### config.mk
export PLATFORM = sky130hd
export DESIGN_NAME = wsp_cfg_regs
export DESIGN_NICKNAME = d
export VERILOG_FILES = /design/src/hw/rtl/wsp_pkg.sv /design/src/hw/rtl/wsp_cfg_regs.sv
export SDC_FILE = /design/constraint.sdc
export NUM_CORES = 1
export LEC_CHECK = 0
export BUFFER_PORTS_ARGS = -buffer_cell sky130_fd_sc_hd__buf_2
export CORE_AREA = 2 2 216 218
export CTS_BUF_LIST = sky130_fd_sc_hd__clkbuf_16
export CTS_CLUSTER_SIZE = 25
export DETAILED_ROUTE_END_ITERATION = 10
export DIE_AREA = 0 0 218 220
export HOLD_SLACK_MARGIN = 0.02
export MAX_ROUTING_LAYER = met4
export PLACE_DENSITY = 0.68
export SKIP_CTS_REPAIR_TIMING = 1
export SKIP_LAST_GASP = 1
export SLEW_MARGIN = 20
export SYNTH_ARGS = -nofsm -noshare
export SYNTH_HDL_FRONTEND = slang
export SYNTH_SLANG_ARGS = --single-unit
### constraint.sdc
create_clock -name i_clk -period 1.1 [get_ports i_clk]
set_input_delay 0 -clock i_clk [delete_from_list [all_inputs] [get_ports i_clk]]
set_output_delay 0 -clock i_clk [all_outputs]
set_load 0.005 [all_outputs]
### src/hw/rtl/wsp_pkg.sv
`timescale 1ns / 1ps
// ----------------------------------------------------------------------------
// wsp_pkg
// Shared types, widths and register codes of the world-to-screen projection.
// ----------------------------------------------------------------------------
package wsp_pkg;

    localparam int FRAC_BITS = 16;

    localparam int PT_W     = 32;                        // point and weight width
    localparam int PROD_W   = 2 * PT_W;                  // one weight product
    localparam int SUM_W    = PROD_W + 2;                // sum of three products
    localparam int CLIP_W   = SUM_W - FRAC_BITS + 2;     // clip value, signed
    localparam int NUM_W    = CLIP_W + FRAC_BITS;        // dividend |clip| << F
    localparam int QUO_W    = 41;                        // ndc quotient bits
    localparam int NDC_W    = QUO_W + 1;                 // signed ndc
    localparam int VIEW_W   = 14;
    localparam int HALF_W   = VIEW_W - 1;
    localparam int SCL_W    = NDC_W + 1;                 // 1 +/- ndc
    localparam int VP_W     = SCL_W + VIEW_W;            // half size * (1 +/- ndc)
    localparam int REG_W    = 64;
    localparam int ADDR_W   = 6;
    localparam int IDX_W    = 3;

    localparam logic signed [CLIP_W-1:0] W_MIN =
        CLIP_W'(((64'd1 << FRAC_BITS) + 64'd999) / 64'd1000);
    localparam logic [QUO_W-1:0] NDC_CAP = QUO_W'(64'd1 << (QUO_W - 1));
    localparam logic signed [SCL_W-1:0] ONE = SCL_W'(64'd1 << FRAC_BITS);

    localparam logic [IDX_W-1:0] REG_XCOL_A = 3'd0;
    localparam logic [IDX_W-1:0] REG_XCOL_B = 3'd1;
    localparam logic [IDX_W-1:0] REG_YCOL_A = 3'd2;
    localparam logic [IDX_W-1:0] REG_YCOL_B = 3'd3;
    localparam logic [IDX_W-1:0] REG_WCOL_A = 3'd4;
    localparam logic [IDX_W-1:0] REG_WCOL_B = 3'd5;
    localparam logic [IDX_W-1:0] REG_VIEW_W = 3'd6;
    localparam logic [IDX_W-1:0] REG_VIEW_H = 3'd7;

    typedef struct packed {
        logic [REG_W-1:0]  xcol_a;
        logic [REG_W-1:0]  xcol_b;
        logic [REG_W-1:0]  ycol_a;
        logic [REG_W-1:0]  ycol_b;
        logic [REG_W-1:0]  wcol_a;
        logic [REG_W-1:0]  wcol_b;
        logic [VIEW_W-1:0] view_w;
        logic [VIEW_W-1:0] view_h;
    } t_cfg;

endpackage

### src/hw/rtl/wsp_cfg_regs.sv
`timescale 1ns / 1ps
// ----------------------------------------------------------------------------
// wsp_cfg_regs
// APB register file holding the projection columns and the window size.
// ----------------------------------------------------------------------------
module wsp_cfg_regs import wsp_pkg::*; (
    input  logic              i_clk,
    input  logic              i_rst_n,
    input  logic              psel,
    input  logic              penable,
    input  logic              pwrite,
    input  logic [ADDR_W-1:0] paddr,
    input  logic [REG_W-1:0]  pwdata,
    output logic [REG_W-1:0]  prdata,
    output logic              pready,
    output t_cfg              o_cfg
);

    t_cfg             r_cfg;
    logic [IDX_W-1:0] idx;
    logic             wr;

    assign idx    = paddr[ADDR_W-1:ADDR_W-IDX_W];
    assign wr     = psel & penable & pwrite;
    assign pready = 1'b1;
    assign o_cfg  = r_cfg;

    always_ff @(posedge i_clk) begin
        if (!i_rst_n) begin
            r_cfg.xcol_a <= 64'h1_0000_0000;
            r_cfg.xcol_b <= '0;
            r_cfg.ycol_a <= 64'd65536;
            r_cfg.ycol_b <= '0;
            r_cfg.wcol_a <= '0;
            r_cfg.wcol_b <= 64'd65536;
            r_cfg.view_w <= VIEW_W'(1920);
            r_cfg.view_h <= VIEW_W'(1080);
        end else if (wr) begin
            unique case (idx)
                REG_XCOL_A: r_cfg.xcol_a <= pwdata;
                REG_XCOL_B: r_cfg.xcol_b <= pwdata;
                REG_YCOL_A: r_cfg.ycol_a <= pwdata;
                REG_YCOL_B: r_cfg.ycol_b <= pwdata;
                REG_WCOL_A: r_cfg.wcol_a <= pwdata;
                REG_WCOL_B: r_cfg.wcol_b <= pwdata;
                REG_VIEW_W: r_cfg.view_w <= pwdata[VIEW_W-1:0];
                REG_VIEW_H: r_cfg.view_h <= pwdata[VIEW_W-1:0];
                default: ;
            endcase
        end
    end

    always_comb begin
        unique case (idx)
            REG_XCOL_A: prdata = r_cfg.xcol_a;
            REG_XCOL_B: prdata = r_cfg.xcol_b;
            REG_YCOL_A: prdata = r_cfg.ycol_a;
            REG_YCOL_B: prdata = r_cfg.ycol_b;
            REG_WCOL_A: prdata = r_cfg.wcol_a;
            REG_WCOL_B: prdata = r_cfg.wcol_b;
            REG_VIEW_W: prdata = REG_W'(r_cfg.view_w);
            REG_VIEW_H: prdata = REG_W'(r_cfg.view_h);
            default:    prdata = '0;
        endcase
    end

endmodule

==> out/results.ini <==
[synthesis]
postSynthCellCount=2395
synthArstFlopShare_pct=0
netlist.top_cell.by_area=dfxtp_1
synth_nets=2470
synth_cell_types=44
yosys_most_used_dff=dfxtp_1
synth.top_cells.by_area=dfxtp_1 (44%), nand2_1 (18%), a21boi_0 (11%)
synth_edf_count=0
yosysSeqAreaShare_pct=43.9
yosysTopAreaCellShare_pct=43.9
synthesis.yosys.warnings=0
syn_area_um2=18800
ys_ff_latch=412
syn-mean-instance-area_um2=7.84

[cells_and_area]
area_growth_syn_to_layout_pct=50.4
register_area_um2=8720
drive_above_1_share_pct=42.8
most-common-layout-cells=nand2_1 (897), buf_2 (413), dfxtp_2 (346)
multi_input_comb_area_um2=9840
finalNetCount=3199
nFillCells=3874
largest_register_ff_count=412
fin_cells=3770
final_common_cell=nand2_1

[sta]
final_worst_slack_ns=-0.782
post-route-period-util_pct=171
layout_min_cycle_time_ns=1.88
fin_tns_setup_ns=-31.77
upper_clock_frequency_limit_mhz=531
worst-slew-pin-transition_ns=0.885
finalHoldViolations=0
grt_setup_unrepaired=yes
worst_clock_skew_ns=0
whs_ns=0.0332
report.final.slew_viol_count=0
setup-violations-final=169
max_slew_margin_pct=40.9

[worst_setup_path]
worst-path-buf-inv=1
worst_path_largest_cell_delay_ns=0.32
worstPathMaxFanout=2
critical_path_required_ns=1.10
timing.critical_path.arrival_ns=1.88
timing.critical_path.cells=mux2_2 -> a221oi_2 -> o211ai_1 -> o21a_1 -> buf_2
kind_of_end_point_of_the_critical_path=primary output
critical-path-slowest-cell=dfxtp_2
critPathTopFamily=compound AO/OA/AOI/OAI gates
timing_worst_setup_path_type=register to primary output
crit_path_start_kind=register

[floorplan]
rows=79
die_width_um=218
die_height_um=220
io_pins=552
fp.dieArea_um2=48000
initial_utilization_pct=40.9
coreArea_um2=45900

[power_and_ir_drop]
power-per-cell-area_nw_per_um2=1200
fin_total_pwr_uw=33800
leakage_uw=0.0118
vdd_drop_max_mv=0.926

[clock_network]
htreeDepth=2
cts.sinks=412
cts_tree=yes
cts.reportedPaths.clkPinSlew_ns=0.06
max-clock-path-buffers=3
clk-insertion-delay-late_ns=0.57
number_of_clock_buffers_inserted_by_tritoncts=45
cts.root.buffer_cell=clkbuf_16

[routing]
drt.antenna.violating_nets=0
drt_pre_antenna_iters=6
vias_post_dr=21176
initialDrtViolationCount=1960
postRouteWirelength_um=84200
via_per_inst=5.62
drcViolationCount=0
routedWlPerCell_um=22.3

[global_route]
global_route.overflow_total=0
grt.total_usage_pct=33.2
grt_max_degree=85
first_global_vias=19437
grt_antenna_before_repair=3
grt_pass1_wl_um=118000

[outcome]
failed_checks=negative setup slack
run_status=finished, violations left

[job]
max_cap_violations=0

[place]
dpl.cell_count=3550
port_buffers=547
global_placement_routability_congestion=0.944
post_detail_place_hpwl_um=56000

[worst_hold_path]
worst_hold_check_path_type=input pin to register

[metal layers]
| layer | track usage, % | share of wire, % | vias to the layer above |
|---|---|---|---|
| met2 | 53.2 | 46 | 1276 |
| met1 | 39.8 | 38 | 10124 |
| li1 | - | - | 9449 |
| met4 | 15.1 | 5.3 | 0 |
| met5 | - | 0 | - |
| met3 | 7.66 | 10 | 327 |
[worst reg2reg max path, delay by kind of cell (launching register included)]
kind | cells | cell delay (ns)
buffers and inverters | 2 | 0.20
DFF | 1 | 0.34
and+or+nand+nor | 1 | 0.04
AOI/OAI and AO/OA | 1 | 0.21
[final timing paths]
kind | startpoint | endpoint | slack [ns] | cells after the start
setup / recovery | o_cfg[9] | prdata[9] | -0.78 | 5
hold reg to reg | o_cfg[388] | o_cfg[388] | 0.46 | 2
setup reg to reg | o_cfg[249] | o_cfg[249] | 0.22 | 4
hold / removal | penable | o_cfg[159] | 0.03 | 6
[per-stage QoR]
stage / util, % / area (µm²) / worst slack (ns)
floorplan: - / 18800 / -0.0311
global placement: 51.6 / 23700 / -0.458
detailed placement: 51.6 / 23700 / -0.479
CTS: 54.8 / 25100 / -0.796
global route: 61.6 / 28200 / -0.862
finish: 61.6 / 28200 / -0.782
[synthesized netlist by cell type, types with 22 or more instances]
library cell  number
a21oi_1           38
buf_2             93
a21boi_1         135
mux2i_1           28
nand2b_1          23
nand3_1           22
nor2_1            92
dfxtp_1          412
clkbuf_1          84
a22o_1            28
nand2_1          904
o21ai_0           67
a21boi_0         266
a221oi_1          26
[layout make-up]
class | count | share of cell area [%]
diodes | 3 | 0.0266
well taps | 607 | 2.69
inverters | 13 | 0.173
clock buffers | 47 | 4.16
flip-flops and latches | 412 | 30.9
repair buffers | 890 | 26.2
multi-input cells | 1762 | 34.8
clock inverters | 36 | 1.02
[kinds of logic after synthesis]
kind of cell,count (synthesis),share of synthesized area [%]
multiplexers,49,2.81
AO/OA/AOI/OAI,649,24.9
AND/OR/NAND/NOR,1063,22.4
buffers and inverters,221,5.94
other,1,0.0200
flip-flops,412,43.9
[power by group]
group	internal, µW	switching [µW]	total [µW]
Combinational	1510	1880	3390
Clock	8880	6450	15300
Sequential	15000	99.3	15100
(Power assumes the default switching activity.)
