File: src/hw/rtl/wsp_pkg.sv
`timescale 1ns / 1ps
// ----------------------------------------------------------------------------
// wsp_pkg
// Shared types, widths and register codes of the world-to-screen projection.
// ----------------------------------------------------------------------------
package wsp_pkg;

    localparam int FRAC_BITS = 16;

    localparam int PT_W     = 32;                        // point and weight width
    localparam int PROD_W   = 2 * PT_W;                  // one weight product
    localparam int SUM_W    = PROD_W + 2;                // sum of three products
    localparam int CLIP_W   = SUM_W - FRAC_BITS + 2;     // clip value, signed
    localparam int NUM_W    = CLIP_W + FRAC_BITS;        // dividend |clip| << F
    localparam int QUO_W    = 41;                        // ndc quotient bits
    localparam int NDC_W    = QUO_W + 1;                 // signed ndc
    localparam int VIEW_W   = 14;
    localparam int HALF_W   = VIEW_W - 1;
    localparam int SCL_W    = NDC_W + 1;                 // 1 +/- ndc
    localparam int VP_W     = SCL_W + VIEW_W;            // half size * (1 +/- ndc)
    localparam int REG_W    = 64;
    localparam int ADDR_W   = 6;
    localparam int IDX_W    = 3;

    localparam logic signed [CLIP_W-1:0] W_MIN =
        CLIP_W'(((64'd1 << FRAC_BITS) + 64'd999) / 64'd1000);
    localparam logic [QUO_W-1:0] NDC_CAP = QUO_W'(64'd1 << (QUO_W - 1));
    localparam logic signed [SCL_W-1:0] ONE = SCL_W'(64'd1 << FRAC_BITS);

    localparam logic [IDX_W-1:0] REG_XCOL_A = 3'd0;
    localparam logic [IDX_W-1:0] REG_XCOL_B = 3'd1;
    localparam logic [IDX_W-1:0] REG_YCOL_A = 3'd2;
    localparam logic [IDX_W-1:0] REG_YCOL_B = 3'd3;
    localparam logic [IDX_W-1:0] REG_WCOL_A = 3'd4;
    localparam logic [IDX_W-1:0] REG_WCOL_B = 3'd5;
    localparam logic [IDX_W-1:0] REG_VIEW_W = 3'd6;
    localparam logic [IDX_W-1:0] REG_VIEW_H = 3'd7;

    typedef struct packed {
        logic [REG_W-1:0]  xcol_a;
        logic [REG_W-1:0]  xcol_b;
        logic [REG_W-1:0]  ycol_a;
        logic [REG_W-1:0]  ycol_b;
        logic [REG_W-1:0]  wcol_a;
        logic [REG_W-1:0]  wcol_b;
        logic [VIEW_W-1:0] view_w;
        logic [VIEW_W-1:0] view_h;
    } t_cfg;

endpackage

File: src/hw/rtl/wsp_viewport.sv
`timescale 1ns / 1ps
// ----------------------------------------------------------------------------
// wsp_viewport
// Window mapping: half size times (1 +/- ndc), then saturation to 32 bits.
// ----------------------------------------------------------------------------
module wsp_viewport import wsp_pkg::*; (
    input  logic                    i_clk,
    input  logic                    i_rst_n,
    input  logic                    i_vld,
    input  logic                    i_on,
    input  logic signed [NDC_W-1:0] i_ndc_x,
    input  logic signed [NDC_W-1:0] i_ndc_y,
    input  t_cfg                    i_cfg,
    output logic                    o_vld,
    output logic                    o_on,
    output logic signed [PT_W-1:0]  o_sx,
    output logic signed [PT_W-1:0]  o_sy
);

    localparam logic signed [VP_W-1:0] SAT_HI = VP_W'(64'sd2147483647);
    localparam logic signed [VP_W-1:0] SAT_LO = -VP_W'(64'sd2147483648);

    logic signed [VIEW_W-1:0] half_w, half_h;
    logic signed [SCL_W-1:0]  scl_x, scl_y;

    logic                     r_vld_a, r_on_a;
    logic signed [VP_W-1:0]   r_px, r_py;
    logic                     r_vld_b, r_on_b;
    logic signed [PT_W-1:0]   r_sx, r_sy;

    function automatic logic signed [PT_W-1:0] sat(input logic signed [VP_W-1:0] v);
        if (v > SAT_HI) begin
            return PT_W'(SAT_HI);
        end else if (v < SAT_LO) begin
            return PT_W'(SAT_LO);
        end
        return v[PT_W-1:0];
    endfunction

    assign half_w = $signed({1'b0, i_cfg.view_w[VIEW_W-1:1]});
    assign half_h = $signed({1'b0, i_cfg.view_h[VIEW_W-1:1]});
    assign scl_x  = ONE + SCL_W'(i_ndc_x);
    assign scl_y  = ONE - SCL_W'(i_ndc_y);

    always_ff @(posedge i_clk) begin
        if (!i_rst_n) begin
            r_vld_a <= 1'b0;
            r_vld_b <= 1'b0;
        end else begin
            r_vld_a <= i_vld;
            r_vld_b <= r_vld_a;
        end
    end

    always_ff @(posedge i_clk) begin
        r_on_a <= i_on;
        r_px   <= VP_W'(half_w) * VP_W'(scl_x);
        r_py   <= VP_W'(half_h) * VP_W'(scl_y);
        r_on_b <= r_on_a;
        r_sx   <= r_on_a ? sat(r_px) : '0;
        r_sy   <= r_on_a ? sat(r_py) : '0;
    end

    assign o_vld = r_vld_b;
    assign o_on  = r_on_b;
    assign o_sx  = r_sx;
    assign o_sy  = r_sy;

endmodule
File: config.mk
export PLATFORM = sky130hd
export DESIGN_NAME = wsp_viewport
export DESIGN_NICKNAME = d
export VERILOG_FILES = /design/src/hw/rtl/wsp_pkg.sv /design/src/hw/rtl/wsp_viewport.sv
export SDC_FILE = /design/constraint.sdc
export NUM_CORES = 2
export LEC_CHECK = 0
export BUFFER_PORTS_ARGS = -buffer_cell sky130_fd_sc_hd__buf_2
export CAP_MARGIN = 20
export CORE_MARGIN = 2
export CORE_UTILIZATION = 50
export DETAILED_ROUTE_END_ITERATION = 8
export GPL_TIMING_DRIVEN = 0
export PLACE_DENSITY_LB_ADDON = 0.3
export SLEW_MARGIN = 15
export SYNTH_ARGS = -nofsm -noshare
export SYNTH_HDL_FRONTEND = slang
export SYNTH_SLANG_ARGS = --single-unit
File: constraint.sdc
create_clock -name i_clk -period 17.8 [get_ports i_clk]
set_clock_uncertainty 0.15 [all_clocks]
set_input_delay 0.89 -clock i_clk [delete_from_list [all_inputs] [get_ports i_clk]]
set_output_delay 0.89 -clock i_clk [all_outputs]
set_load 0.005 [all_outputs]
==> results.py <==
metrics = {
    "status": {
        "status": "finished clean",
    },
    "synth": {
        "ys_seq_elements": 182,
        "ys_async_sr_fraction": 0,
        "yosys_warnings": 0,
        "syn-instance-count": 4935,
        "avgSynthCellArea_um2": 8.92,
        "seq_area_frac_synth": 0.0828,
        "syn_area_um2": 44000,
        "yosysUniqueCellTypes": 83,
        "synth-edff-count": 0,
        "syn_nets": 6691,
        "synthFlopType": "dfxtp_1",
    },
    "place": {
        "dp_cells": 6262,
        "gp_congestion": 0.995,
        "hpwl_um": 108000,
        "port_buffers": 171,
    },
    "clock_network": {
        "numCtsBuffers": 17,
        "numClockSinks": 182,
        "ctsHoldBuffers": 0,
        "cts-root-buf": "clkbuf_16",
        "cts_buffer_depth": 2,
        "path_clk_slew_ns": 0.08,
        "cts_tree": "built",
        "clock_latency_ns": 0.49,
        "cts_resized": 0,
        "cts_htree_levels": 4,
        "postCtsSetupBuffers": 0,
    },
    "finish": {
        "nFillCells": 8139,
        "final_nets": 6882,
        "synthToLayoutAreaGrowth_pct": 6.64,
        "finalNonFillerCells": 6298,
        "drive_gt1_frac": 0.0471,
        "final_util": 0.539,
    },
    "worst_setup_path": {
        "cp.arrival_ns": 10.07,
        "required_ns": 18.05,
        "cp-start-kind": "primary input",
        "worstSetupPathType": "primary input to flop",
        "crit_top_cell": "fa_1",
        "rr_startpoint": "r_px[49]",
        "cpMaxStageDelayCell": "o211ai_1",
        "cp-end-kind": "flop",
        "critical_path.startpoint": "i_ndc_y[0]",
        "critPathMaxStageDelay_ns": 0.60,
        "path_max_fanout": 10,
    },
    "die": {
        "die_width_um": 301,
        "floorplan.die_area_um2": 90400,
        "die_y_um": 301,
        "start_util": 0.506,
        "core_area_um2": 87000,
        "num_rows": 108,
        "ios": 566,
    },
    "grt": {
        "grtUsageTotal": 0.293,
        "grt_overflow": 0,
        "grt_first_pass_wirelength_um": 202000,
        "antenna_found_initial": 5,
        "grt_max_degree": 20,
        "grt_pass1_vias": 35400,
    },
    "route": {
        "post_drt_wl_per_cell_um": 20.1,
        "vias": 33500,
        "ant_nets": 0,
        "drc_errors": 0,
        "via_per_inst": 5.31,
        "wirelength_um": 127000,
        "drt_iter0_markers": 2539,
        "firstDrtPassIters": 5,
    },
    "sta": {
        "fmax_ghz": 0.102,
        "min_period_over_period": 0.552,
        "rsz0062_at_grt": "false",
        "period_minus_slack_ns": 9.82,
        "finalSetupViolCount": 0,
        "setup-tns-final_ns": 0,
        "relSlewSlack": 0.309,
        "hold_viol_final": 0,
        "worst_pin_slew_ns": 1.04,
        "maxSlewViolCount": 0,
    },
    "flow_run": {
        "drv_cap": 0,
    },
    "min_path": {
        "min-delay-start": "r_on_a",
        "holdCritPathClass": "flop to flop",
    },
}
-- cell families (layout without fill, tap and decap cells) --
group | count (synthesis) | after routing | share of synthesized area
AND/OR/NAND/NOR | 1588 | 1588 | 0.179
buffers and inverters | 1310 | 1514 | 0.112
adder cells (fa/ha/maj) | 1256 | 1256 | 0.527
AO/OA/AOI/OAI | 417 | 417 | 0.0624
XOR/XNOR | 182 | 182 | 0.0362
flip-flops | 182 | 182 | 0.0828
other | 0 | 4 | 0
-- critical path, delay by kind of cell --
kind | cells | cell delay (ns)
xor+xnor | 2 | 0.67
simple gates | 5 | 1.43
fa+ha+maj | 8 | 3.50
compound gates | 7 | 2.01
buf+inv | 9 | 1.53
-- cell usage after synthesis (13+ instances only) --
cell      instances  area, um^2
a21boi_0         65         488
a21o_1           54         405
a21oi_1         125         626
a31oi_1          13        81.3
and2_1          534        3340
clkbuf_1        239         897
dfxtp_1         182        3640
fa_1            998       20000
ha_1            258        3230
inv_1          1062        3990
nand2_1         723        2710
nand2b_1         21         131
nand3_1          44         220
nand4_1          32         200
nor2_1           97         364
nor2b_1          21         131
nor3_1           38         190
nor4_1           23         144
o21a_1           14         105
o21ai_0          60         300
o21bai_1         14         105
xnor2_1         130        1140
xor2_1           52         455
-- cells in the final DEF, fill, tap and decap left out, drive strengths merged, types with 9 or more instances in the layout --
master,Yosys,final
nor2b,21,21
ha,258,258
a31oi,13,13
and3,11,11
inv,1062,1070
fa,998,998
nor4,26,26
nand3,44,44
buf,9,181
nand4,33,33
nor3,40,40
o21a,14,14
nor2,97,97
o21ai,64,64
or3,10,10
and2,538,538
a21oi,125,125
nand2b,22,22
xor2,52,52
xnor2,130,130
a21o,54,54
nand2,724,724
dfxtp,182,182
a21boi,65,65
clkbuf,239,257
o211ai,9,9
o21bai,14,14
-- cell type report --
cell class | instances | area [um^2] | share of cell area
well taps | 1155 | 1450 | 0.0308
repair buffers | 172 | 871 | 0.0186
inverters | 1062 | 3990 | 0.0849
flip-flops and latches | 182 | 3640 | 0.0776
diodes | 4 | 10.0 | 0.000213
clock inverters | 14 | 153 | 0.00325
plain buffers | 248 | 948 | 0.0202
multi-input cells | 3443 | 35400 | 0.755
clock buffers | 18 | 439 | 0.00936
-- flip-flops by register name (all words and copies together) (netlist names) --
register  count
o_on          1
r_px         57
r_py         57
o_vld         1
o_sx         32
r_vld_a       1
o_sy         32
r_on_a        1
-- path summary, 6_finish.rpt --
check | endpoint | cells past startpoint | slack [ns]
worst min-delay path | o_on | 0 | 0.22
worst min register to register | o_on | 0 | 0.22
worst max register to register | o_sx[31] | 6 | 14.77
worst max-delay path | r_py[54] | 31 | 7.98
-- per-stage QoR --
step	hold slack [ns]	setup slack (ns)	instance area [um^2]
finish	0.221	7.98	46900
global route	0.223	7.40	46900
CTS	0.216	8.02	46900
detailed placement	0.203	7.54	46300
global placement	0.195	6.84	46300
floorplan	0.179	9.16	44000
-- layer usage --
metal	up-vias	track usage	share of wire
li1	15000	-	-
met1	16700	0.390	0.40
met2	1517	0.461	0.45
met3	240	0.0752	0.099
met4	4	0.116	0.045
met5	-	0	0.00021
Power is not shown: default switching activity piles up to over one toggle a cycle in this logic, so the estimate is an artifact.
